### src/hdl/rfid_pkg.sv
package rfid_pkg;

    localparam logic [7:0] START_BYTE = 8'h02;
    localparam logic [7:0] END_BYTE   = 8'h03;

    localparam int POS_W = 4;
    localparam logic [POS_W-1:0] POS_HUNT  = 4'd0;
    localparam logic [POS_W-1:0] POS_TAG0  = 4'd3;
    localparam logic [POS_W-1:0] POS_DATA6 = 4'd6;
    localparam logic [POS_W-1:0] POS_CHECK = 4'd7;
    localparam logic [POS_W-1:0] POS_END   = 4'd8;

    localparam int CFG_IDX_W  = 1;
    localparam int CFG_DATA_W = 16;
    localparam logic [CFG_IDX_W-1:0] CFG_TIMEOUT = 1'b0;
    localparam logic [CFG_IDX_W-1:0] CFG_MENU    = 1'b1;

    localparam logic [15:0] TIMEOUT_RESET = 16'd100;
    localparam logic [15:0] TICK_MAX      = 16'hFFFF;

    localparam logic MODE_BYTE = 1'b0;
    localparam logic MODE_TICK = 1'b1;

    typedef struct packed {
        logic [31:0] tag_value;
        logic        to_menu;
    } result_t;

    typedef struct packed {
        logic        full;
    } buf_ctrl_t;

endpackage

### src/hdl/rfid_if.sv
interface rfid_in_if;
    logic       valid;
    logic       ready;
    logic       mode;
    logic [7:0] rx_byte;

    modport source (output valid, output mode, output rx_byte, input ready);
    modport sink (input valid, input mode, input rx_byte, output ready);
endinterface

interface rfid_out_if;
    logic        valid;
    logic        ready;
    logic [31:0] tag_value;
    logic        to_menu;

    modport source (output valid, output tag_value, output to_menu, input ready);
    modport sink (input valid, input tag_value, input to_menu, output ready);
endinterface

### src/hdl/rfid_frame_deframer.sv
// rfid frame deframer
// in_ch takes one item per request: mode 0 carries a received serial byte in
// rx_byte, mode 1 marks one timer tick. the block hunts for a 0x02 start
// byte, collects six data bytes, an xor checksum and a 0x03 end byte, and
// drops the frame if the tick count since the start byte reaches
// timeout_ticks before the end byte.
// out_ch delivers one request per good frame: tag_value is data bytes 3..6
// (byte 3 in the low bits), to_menu is menu_select at the end byte.
// config: cfg_we with cfg_index 0 writes timeout_ticks, index 1 menu_select;
// write only while the block is idle.
// throughput: one item per cycle, unless a good frame's end byte waits on a full result buffer.
// an accepted end byte passes the input register, then the result buffer,
// before out_ch can take its tag.
// reset clears the frame state and both stages; timeout_ticks returns to 100
// and menu_select to 0.
// when out_ch stalls, the two-entry result buffer fills and then in_ch holds
// ready low only while an end byte that completes a good frame waits.
module rfid_frame_deframer
    import rfid_pkg::*;
(
    input  logic                  clk,
    input  logic                  rst_n,
    rfid_in_if.sink               in_ch,
    rfid_out_if.source            out_ch,
    input  logic                  cfg_we,
    input  logic [CFG_IDX_W-1:0]  cfg_index,
    input  logic [CFG_DATA_W-1:0] cfg_wdata
);

    logic        s1_valid_reg, s1_valid_next;
    logic        s1_mode_reg;
    logic [7:0]  s1_byte_reg;
    logic [15:0] timeout_reg;
    logic        menu_reg;
    logic        res_valid;
    result_t     res;
    logic        s1_fire;
    logic        in_fire;
    buf_ctrl_t   buf_ctrl;

    // an item that yields a result waits only when the buffer is full
    assign s1_fire      = s1_valid_reg && !(res_valid && buf_ctrl.full);
    assign in_ch.ready  = !s1_valid_reg || s1_fire;
    assign in_fire      = in_ch.valid && in_ch.ready;
    assign s1_valid_next = in_fire ? 1'b1 : (s1_fire ? 1'b0 : s1_valid_reg);

    always_ff @(posedge clk)
    begin
        if (in_fire)
        begin
            s1_mode_reg <= in_ch.mode;
            s1_byte_reg <= in_ch.rx_byte;
        end
    end

    always_ff @(posedge clk or negedge rst_n)
    begin
        if (!rst_n)
        begin
            s1_valid_reg <= 1'b0;
            timeout_reg  <= TIMEOUT_RESET;
            menu_reg     <= 1'b0;
        end
        else
        begin
            s1_valid_reg <= s1_valid_next;
            if (cfg_we)
            begin
                unique case (cfg_index)
                    CFG_TIMEOUT: timeout_reg <= cfg_wdata;
                    CFG_MENU:    menu_reg    <= cfg_wdata[0];
                    default:     ;
                endcase
            end
        end
    end

    rfid_frame_core u_core (
        .clk           (clk),
        .rst_n         (rst_n),
        .fire          (s1_fire),
        .mode          (s1_mode_reg),
        .rx_byte       (s1_byte_reg),
        .timeout_ticks (timeout_reg),
        .menu_select   (menu_reg),
        .res_valid     (res_valid),
        .res           (res)
    );

    rfid_out_buf u_buf (
        .clk       (clk),
        .rst_n     (rst_n),
        .push      (s1_fire && res_valid),
        .push_data (res),
        .ctrl      (buf_ctrl),
        .out_ch    (out_ch)
    );

endmodule

### src/hdl/rfid_frame_core.sv
module rfid_frame_core
    import rfid_pkg::*;
(
    input  logic        clk,
    input  logic        rst_n,
    input  logic        fire,
    input  logic        mode,
    input  logic [7:0]  rx_byte,
    input  logic [15:0] timeout_ticks,
    input  logic        menu_select,
    output logic        res_valid,
    output result_t     res
);

    logic [POS_W-1:0] pos_reg, pos_next;
    logic [7:0]       xor_reg, xor_next;
    logic [31:0]      tag_reg, tag_next;
    logic             chk_reg, chk_next;
    logic [15:0]      elapsed_reg, elapsed_next;
    logic [15:0]      elapsed_inc;
    logic             is_tick;
    logic             hunting;

    assign is_tick     = (mode == MODE_TICK);
    assign hunting     = (pos_reg == POS_HUNT) || (pos_reg > POS_END);
    assign elapsed_inc = (elapsed_reg == TICK_MAX) ? elapsed_reg : elapsed_reg + 16'd1;

    // a frame is good only on the end byte with the checksum already matched
    assign res_valid     = !is_tick && (pos_reg == POS_END) && (rx_byte == END_BYTE) && chk_reg;
    assign res.tag_value = tag_reg;
    assign res.to_menu   = menu_select;

    always_comb
    begin
        pos_next     = pos_reg;
        xor_next     = xor_reg;
        tag_next     = tag_reg;
        chk_next     = chk_reg;
        elapsed_next = elapsed_reg;
        if (fire)
        begin
            if (hunting)
            begin
                pos_next = POS_HUNT;
                if (!is_tick && rx_byte == START_BYTE)
                begin
                    xor_next     = 8'd0;
                    tag_next     = 32'd0;
                    chk_next     = 1'b0;
                    elapsed_next = 16'd0;
                    pos_next     = 4'd1;
                end
            end
            else if (is_tick)
            begin
                elapsed_next = elapsed_inc;
                if (elapsed_inc >= timeout_ticks)
                begin
                    pos_next     = POS_HUNT;
                    xor_next     = 8'd0;
                    tag_next     = 32'd0;
                    chk_next     = 1'b0;
                    elapsed_next = 16'd0;
                end
            end
            else if (pos_reg <= POS_DATA6)
            begin
                xor_next = xor_reg ^ rx_byte;
                if (pos_reg >= POS_TAG0)
                begin
                    tag_next = {rx_byte, tag_reg[31:8]};
                end
                pos_next = pos_reg + 4'd1;
            end
            else if (pos_reg == POS_CHECK)
            begin
                chk_next = (rx_byte == xor_reg);
                pos_next = POS_END;
            end
            else
            begin
                pos_next     = POS_HUNT;
                xor_next     = 8'd0;
                tag_next     = 32'd0;
                chk_next     = 1'b0;
                elapsed_next = 16'd0;
            end
        end
    end

    always_ff @(posedge clk or negedge rst_n)
    begin
        if (!rst_n)
        begin
            pos_reg     <= POS_HUNT;
            xor_reg     <= 8'd0;
            tag_reg     <= 32'd0;
            chk_reg     <= 1'b0;
            elapsed_reg <= 16'd0;
        end
        else
        begin
            pos_reg     <= pos_next;
            xor_reg     <= xor_next;
            tag_reg     <= tag_next;
            chk_reg     <= chk_next;
            elapsed_reg <= elapsed_next;
        end
    end

    a_pos_range: assert property (@(posedge clk) disable iff (!rst_n)
        pos_reg <= POS_END)
        else $error("frame position out of range");

    a_start_sync: assert property (@(posedge clk) disable iff (!rst_n)
        (fire && pos_reg == POS_HUNT && !is_tick && rx_byte == START_BYTE)
        |=> (pos_reg == 4'd1 && elapsed_reg == 16'd0 && xor_reg == 8'd0))
        else $error("start byte did not open a frame");

    a_idle_clean: assert property (@(posedge clk) disable iff (!rst_n)
        (pos_reg == POS_HUNT) |-> (elapsed_reg == 16'd0 && xor_reg == 8'd0))
        else $error("stale frame state while hunting");

endmodule

### src/hdl/rfid_out_buf.sv
module rfid_out_buf
    import rfid_pkg::*;
(
    input  logic      clk,
    input  logic      rst_n,
    input  logic      push,
    input  result_t   push_data,
    output buf_ctrl_t ctrl,
    rfid_out_if.source out_ch
);

    result_t    mem [2];
    logic       wr_ptr_reg, wr_ptr_next;
    logic       rd_ptr_reg, rd_ptr_next;
    logic [1:0] count_reg, count_next;
    logic       pop;
    result_t    head;

    assign pop       = (count_reg != 2'd0) && out_ch.ready;
    assign head      = mem[rd_ptr_reg];
    assign ctrl.full = (count_reg == 2'd2);

    assign out_ch.valid     = (count_reg != 2'd0);
    assign out_ch.tag_value = head.tag_value;
    assign out_ch.to_menu   = head.to_menu;

    always_comb
    begin
        wr_ptr_next = push ? ~wr_ptr_reg : wr_ptr_reg;
        rd_ptr_next = pop ? ~rd_ptr_reg : rd_ptr_reg;
        count_next  = count_reg + {1'b0, push} - {1'b0, pop};
    end

    always_ff @(posedge clk)
    begin
        if (push)
        begin
            mem[wr_ptr_reg] <= push_data;
        end
    end

    always_ff @(posedge clk or negedge rst_n)
    begin
        if (!rst_n)
        begin
            wr_ptr_reg <= 1'b0;
            rd_ptr_reg <= 1'b0;
            count_reg  <= 2'd0;
        end
        else
        begin
            wr_ptr_reg <= wr_ptr_next;
            rd_ptr_reg <= rd_ptr_next;
            count_reg  <= count_next;
        end
    end

    a_count_range: assert property (@(posedge clk) disable iff (!rst_n)
        count_reg <= 2'd2)
        else $error("result buffer count out of range");

    a_no_overflow: assert property (@(posedge clk) disable iff (!rst_n)
        !(push && ctrl.full))
        else $error("push into full result buffer");

    a_ptr_track: assert property (@(posedge clk) disable iff (!rst_n)
        (count_reg == 2'd0 || count_reg == 2'd2) |-> (wr_ptr_reg == rd_ptr_reg))
        else $error("result buffer pointers disagree with count");

endmodule
### src/flat_wrapper.sv
// flat-port wrapper written by rule: the top's interface ports become plain ports
module rfid_frame_deframer_flat import rfid_pkg::*;
  (clk, rst_n, cfg_we, cfg_index, cfg_wdata, in_ch_valid, in_ch_mode, in_ch_rx_byte, in_ch_ready, out_ch_valid, out_ch_tag_value, out_ch_to_menu, out_ch_ready);
  rfid_in_if in_ch_i ();
  rfid_out_if out_ch_i ();
  input  logic clk;
  input  logic rst_n;
  input  logic cfg_we;
  input  logic [CFG_IDX_W-1:0] cfg_index;
  input  logic [CFG_DATA_W-1:0] cfg_wdata;
  input wire logic [$bits(in_ch_i.valid)-1:0] in_ch_valid;
  input wire logic [$bits(in_ch_i.mode)-1:0] in_ch_mode;
  input wire logic [$bits(in_ch_i.rx_byte)-1:0] in_ch_rx_byte;
  output wire logic [$bits(in_ch_i.ready)-1:0] in_ch_ready;
  output wire logic [$bits(out_ch_i.valid)-1:0] out_ch_valid;
  output wire logic [$bits(out_ch_i.tag_value)-1:0] out_ch_tag_value;
  output wire logic [$bits(out_ch_i.to_menu)-1:0] out_ch_to_menu;
  input wire logic [$bits(out_ch_i.ready)-1:0] out_ch_ready;
  assign in_ch_i.valid = in_ch_valid;
  assign in_ch_i.mode = in_ch_mode;
  assign in_ch_i.rx_byte = in_ch_rx_byte;
  assign in_ch_ready = in_ch_i.ready;
  assign out_ch_valid = out_ch_i.valid;
  assign out_ch_tag_value = out_ch_i.tag_value;
  assign out_ch_to_menu = out_ch_i.to_menu;
  assign out_ch_i.ready = out_ch_ready;
  rfid_frame_deframer u_core (.clk(clk), .rst_n(rst_n), .in_ch(in_ch_i), .out_ch(out_ch_i), .cfg_we(cfg_we), .cfg_index(cfg_index), .cfg_wdata(cfg_wdata));
endmodule
### config.mk
export PLATFORM = sky130hd
export DESIGN_NAME = rfid_frame_deframer_flat
export DESIGN_NICKNAME = d
export VERILOG_FILES = /design/src/hdl/rfid_pkg.sv /design/src/hdl/rfid_if.sv /design/src/hdl/rfid_frame_deframer.sv /design/src/hdl/rfid_frame_core.sv /design/src/hdl/rfid_out_buf.sv /design/src/flat_wrapper.sv
export SDC_FILE = /design/constraint.sdc
export NUM_CORES = 1
export LEC_CHECK = 0
export ABC_AREA = 1
export BUFFER_PORTS_ARGS = -buffer_cell sky130_fd_sc_hd__buf_2
export CORE_MARGIN = 2
export CORE_UTILIZATION = 50
export DETAILED_ROUTE_END_ITERATION = 10
export PLACE_DENSITY = 0.69
export SETUP_SLACK_MARGIN = 0.2
export SYNTH_ARGS = -nofsm -noshare
export SYNTH_HDL_FRONTEND = slang
export SYNTH_SLANG_ARGS = --single-unit
### constraint.sdc
create_clock -name clk -period 3.7 [get_ports clk]
set_input_delay 0 -clock clk [delete_from_list [all_inputs] [get_ports clk]]
set_output_delay 0 -clock clk [all_outputs]
set_load 0.05 [all_outputs]
Yosys cells after proc, flatten, opt, wreduce, memory -nomap -nowiden:

Memory sizes are Yosys's and may differ from the RTL's.
Index checks and enable logic that the tools add are counted.

* magnitude comparators: 4
* shift-type cells: 0
* reductions and logical operators: 24
* $mul: 0
* add/subtract/negate cells: 4
* divide/modulo/power cells: 0
* equal/unequal tests: 13
* multiplexer cells: 36
* bitwise logic cells: 4

Operators with widths (count)
* 32-bit 2-to-1 mux: 7
* 16-bit 2-to-1 mux: 7
* 8-bit 2-to-1 mux: 6
* 4-bit 2-to-1 mux: 5
* 16-bit by 1-bit adder with 16-bit output (second input constant): 1
* 16-bit == test (second input constant): 1
* 8-bit by 2-bit == test with 1-bit output (second input constant): 2
* 16-bit >= comparator: 1
* 4-bit AND reduction: 3
* 1-bit 2-to-1 mux: 11
* 1-bit logical AND: 9
* 8-bit == test: 1
* 8-bit XOR: 1
* 3-bit by 2-bit inequality test with 1-bit output (second input constant): 2
* 2-bit AND reduction: 3
* 5-bit AND reduction: 1
* 4-bit by 1-bit adder with 4-bit output (second input constant): 1
* 4-bit by 3-bit == test with 1-bit output (second input constant): 1
* 4-bit == test (second input constant): 1
* 4-bit by 2-bit >= comparator with 1-bit output (second input constant): 1
* 4-bit > comparator (second input constant): 1
* 4-bit by 3-bit <= comparator with 1-bit output (second input constant): 1
* 4-bit zero test: 1
* 4-bit by 2-bit inequality test with 1-bit output (second input constant): 1
* other kinds (10): 16

* latch bits: 0
* register bits after elaboration: 92
* ROM bits: 0
* memory bits (writable): 66
* output and inout bits: 35
* logic and storage cells: 99
* memories kept: 1
* bits of input ports: 31

Memories
* u_core.u_buf.mem: words 2, width 33, read ports 1, clocked after memory_dff 0, write ports 1, RTL line rfid_out_buf.sv:12 `result_t mem [2];`

Logic depth before layout (Yosys ltp):

* depth in word-level cells: 10
* depth in mapped cells: 24
* mapped depth without buffers: 22

Hierarchy:

Synthesis repeated with hierarchy kept, for this count alone.

* cells, all modules: 839
* area, all modules: 7733.7 sq um

Modules (own cells, without submodules)
* rfid_frame_core: times used 1, area each 4021.4 sq um, cells an instance 544, seq. area each 1526.5 sq um
* rfid_out_buf: times used 1, area each 2683.8 sq um, cells an instance 202, seq. area each 2082.0 sq um
* rfid_frame_deframer: times used 1, area each 1028.5 sq um, cells an instance 93, seq. area each 724.4 sq um

Least setup slack after synthesis:

Ideal clock, no wire load.

* kind: flip-flop to flip-flop
* start point: register u_core.u_core.pos_reg[0]
* end point: memory u_core.u_buf.mem[0][0] in the netlist's numbering (enable)
* buffers on the path: 0
* library setup time: 0.423 ns
* path slack: 0.746 ns
* data arrival time: 2.531 ns
* period minus slack after synthesis: 2.954 ns
* required time: 3.277 ns
* cell stages (with the launch flop): 10
* path through: dfrtp_1 -> inv_1 -> ha_1 -> nand3_1 -> nor3_1 -> nand3_1 -> nand2_1 -> inv_1 -> nand2_1 -> nor2_1

* word-level cells in the longest chain between the ends: 10

Ends and longest elaborated chain
* start, declared: RTL line rfid_frame_core.sv:15 `logic [POS_W-1:0] pos_reg, pos_next;`
* start signal, assigned: RTL line rfid_frame_core.sv:103 `pos_reg <= pos_next;`
* 4-bit == test *: RTL line rfid_frame_core.sv:29 `assign res_valid = !is_tick && (pos_reg == POS_END) && (rx_byte == END_BYTE) && chk_reg;`
* 1-bit logical AND * (3 in a row): RTL line rfid_frame_core.sv:29
* 1-bit logical AND: RTL line rfid_frame_deframer.sv:42 `assign s1_fire = s1_valid_reg && !(res_valid && buf_ctrl.full);`
* 1-bit zero test: RTL line rfid_frame_deframer.sv:42
* 1-bit logical AND: RTL line rfid_frame_deframer.sv:42
* 1-bit logical AND *: RTL line rfid_frame_deframer.sv:93 `.push (s1_fire && res_valid),`
* 1-bit 2-to-1 mux *: RTL line rfid_out_buf.sv:36 `if (push)`
* 1-bit 2-to-1 mux (not written as such) *: RTL line rfid_out_buf.sv:38 `mem[wr_ptr_reg] <= push_data;`
* end, declared: RTL line rfid_out_buf.sv:12

Mark *: on every way between the ends. The rest lies on a longest branch, timed or not.

Final worst setup path:

* start point: register u_core.u_core.elapsed_reg[0]
* end point: register u_core.u_core.tag_reg[7]

* word-level cells in the longest chain between the ends: 5
* elaborated cells on any way between the ends: 6
* those cells by class: add/sub (1); order compare (1); eq/ne (2); mux (1); reduce/logical (1)

Ends and longest elaborated chain
* start, declared: RTL line rfid_frame_core.sv:19 `logic [15:0] elapsed_reg, elapsed_next;`
* start signal, assigned: RTL line rfid_frame_core.sv:107 `elapsed_reg <= elapsed_next;`
* 16-bit by 1-bit adder with 16-bit output or 16-bit == test (tied branches): RTL line rfid_frame_core.sv:26 `assign elapsed_inc = (elapsed_reg == TICK_MAX) ? elapsed_reg : elapsed_reg + 16'd1;`
* 16-bit 2-to-1 mux *: RTL line rfid_frame_core.sv:26
* 16-bit >= comparator *: RTL line rfid_frame_core.sv:57 `if (elapsed_inc >= timeout_ticks)`
* 3-bit inequality test (no source line) *
* 5-bit AND reduction (no source line) *
* end signal, assigned: RTL line rfid_frame_core.sv:105 `tag_reg <= tag_next;`
* end, declared: RTL line rfid_frame_core.sv:17 `logic [31:0] tag_reg, tag_next;`

Marks and branches as above.
A chain may end at the register's enable or synchronous reset.

==> flow_metrics.env <==
export IMPL_synth_avg_cell_area_sq_um=9.11
export IMPL_finalSetupTns_ns=0
export IMPL_fin_area_sq_um=8850
export IMPL_antenna_found_initial=0
export IMPL_rows=44
export IMPL_syn_area_sq_um=7440
export IMPL_core_area_sq_um=14500
export IMPL_synthTopCellsByArea="edfxtp_1, dfrtp_1, nand2_1"
export IMPL_finalHoldViolations=0
export IMPL_synth_seq_cells=158
export IMPL_p_leak_nw=4.18
export IMPL_port_buffers=65
export IMPL_dieWidth_microns=126
export IMPL_track_usage_pct=20.2
export IMPL_grt_pass1_vias=5309
export IMPL_synth_top_area_cell="edfxtp_1"
export IMPL_first_pass_iters=4
export IMPL_synth_ff_type="dfrtp_1"
export IMPL_clock_skew_ns=0.00732
export IMPL_synth_cells=816
export IMPL_whs_ns=0.286
export IMPL_synth_edff_count=75
export IMPL_async_flop_share_pct=52.5
export IMPL_drtIter0Drc=411
export IMPL_viasPerCell=4.97
export IMPL_worstMarginPinSlew_ns=1.07
export IMPL_layout_drive_gt1_share_pct=14.6
export IMPL_peakVddDrop_uv=354
export IMPL_hold_class="in2reg"
export IMPL_seq_area_frac_synth_pct=58.3
export IMPL_slew_headroom_pct=28.3
export IMPL_wirelength_microns=15000
export IMPL_setup_viol=0
export IMPL_cts_inserted_buffers=17
export IMPL_start_util_pct=51.2
export IMPL_fin_ws_ns=0.532
export IMPL_detail_route_wl_per_cell_microns=13.6
export IMPL_nets=962
export IMPL_gp_congestion=0.932
export IMPL_path_class="reg2reg"
export IMPL_antennaDiodeCount=0
export IMPL_areaGrowthSynthToFinish_pct=19.0
export IMPL_cts_sinks=158
export IMPL_place_area_sq_um=7920
export IMPL_min_period_ns=3.17
export IMPL_critPathArrivalTime_ns=3.52
export IMPL_clockRootBuffer="clkbuf_16"
export IMPL_grt_max_degree=84
export IMPL_finalMaxSlewViolations=0
export IMPL_syn_nets=868
export IMPL_die_height_microns=126
export IMPL_endpoint_kind="flop"
export IMPL_yosys_warnings=0
export IMPL_place_ws_ns=0.197
export IMPL_overflow=0
export IMPL_vias=5503
export IMPL_cellPowerDensity_nw_per_um2=559
export IMPL_yosysTopAreaCellShare_pct=30.3
export IMPL_status="finished clean"
export IMPL_rsz0062_at_grt="false"
export IMPL_clk_pin_slew_worst_paths_ns=0.06
export IMPL_clockBufferDepth=2
export IMPL_mostFrequentLayoutCell="nand2_1"
export IMPL_crit_path_start_kind="flop"
export IMPL_finalCritPeriodShare_pct=85.6
export IMPL_cts_tree="yes"
export IMPL_required_ns=4.05
export IMPL_pin_count=66
export IMPL_netlist_cell_type_count=37
export IMPL_max_freq_mhz=316
export IMPL_nFillCells=1241
export IMPL_die_area_sq_um=15900
export IMPL_dp_hpwl_microns=9360
export IMPL_cap_violations=0
export IMPL_dp_cells=1043
export IMPL_final_cell_mix="nand2_1, inv_1, dfrtp_1"
export IMPL_detail_route_antenna_nets=0
export IMPL_grt_pass1_wl_microns=25700
export IMPL_fin_cells=1107
export IMPL_clock_latency_ns=0.42
export IMPL_largest_register_ffs=66
export IMPL_h_tree_depth=4
export IMPL_critical_path_max_fanout=32
export IMPL_drcViolationCount=0
[synth_stat cells, types with 4 or more instances]
cell type and n:
nand2_1 300, nand3_2 4, nor3_1 13, dfrtp_1 80
o21ai_1 8, a21oi_1 24, nor2_1 72, buf_2 8
xor2_1 14, inv_1 86, xnor2_1 9, ha_1 21
clkbuf_1 14, edfxtp_1 75, or2_2 4, buf_4 5
nand4_1 37, nand3_1 11, o21ai_0 8
[final cells by class]
| class | count | area, sq um | area share, % |
|---|---|---|---|
| tap | 184 | 230 | 2.60 |
| clock buffer | 17 | 425 | 4.81 |
| inverter | 90 | 344 | 3.89 |
| clock inverter | 15 | 158 | 1.78 |
| timing repair buffer | 105 | 723 | 8.17 |
| sequential | 158 | 4330 | 49.0 |
| multi-input combinational | 538 | 2640 | 29.8 |
[stage by stage]
stage	utilization (%)	total power, W
2_1_floorplan	-	0.00294
3_3_place_gp	54.5	0.00325
3_5_place_dp	54.5	0.00326
4_1_cts	60.6	0.00500
5_1_grt	60.9	0.00519
6_report	60.9	0.00495
[cell families after synthesis]
logic type	Yosys count	share of synthesized area, %
AND/OR/NAND/NOR	450	25.7
AO/OA/AOI/OAI	43	2.99
XOR/XNOR	24	2.93
flip-flops	158	58.3
adder cells (fa/ha/maj)	21	3.53
buffers and inverters	120	6.58
[worst max-delay path, stage by stage, from the launching register on]
cell        delay, ns
dfrtp_2          0.41
ha_1             0.21
nand2_1          0.11
nor2_2           0.18
nand2_1          0.13
nor2_4           0.18
clkinvlp_4       0.10
buf_4            0.18
o21ai_0          0.11
ha_1             0.29
nand2_1          0.09
nor2_1           0.05
nor2_1           0.07
nand2_1          0.06
nand2_1          0.05
nand2_1          0.04
nand2_1          0.06
nand2_1          0.06
nand2_1          0.08
nand2_2          0.16
nand3_2          0.14
buf_12           0.19
nand2_1          0.08
nand2_1          0.06
[power by group]
group	internal (W)	leakage [nW]	switching, W
clock	0.00100	0.285	0.000711
sequential	0.00189	1.72	0.0000299
combinational	0.000302	2.17	0.00102
total	0.00319	4.18	0.00176
[per-layer routing]
layer,vias up,wire length (microns),global-route usage [%]
met3,13,513,4.08
met2,110,7170,32.2
li1,2793,-,-
met1,2587,7200,28.0
met5,-,0,0
met4,0,162,6.66
[what timing repair did]
item	in CTS	in global routing
resized for setup	1	7
pin swaps	0	1
buffers inserted	0	2
endpoints found under the hold margin	108	0
hold buffers	30	0
setup endpoints to repair	25	61
[path summary, 6_finish.rpt]
kind                                                    from                            to  slack [ns]  depth (start not counted)
worst max-delay path            u_core.u_core.elapsed_reg[0]      u_core.u_core.tag_reg[7]        0.53                         23
max in group asynchronous                              rst_n  u_core.u_core.elapsed_reg[0]        2.65                          2
worst max register to register  u_core.u_core.elapsed_reg[0]      u_core.u_core.tag_reg[7]        0.53                         23
worst min register to register      u_core.u_core.tag_reg[7]        u_core.u_buf.mem[0][8]        0.48                          0
min in group asynchronous                              rst_n               u_core.menu_reg        0.32                          2
worst min-delay path                        in_ch_rx_byte[3]         u_core.s1_byte_reg[3]        0.29                          2
(Power assumes the default switching activity.)
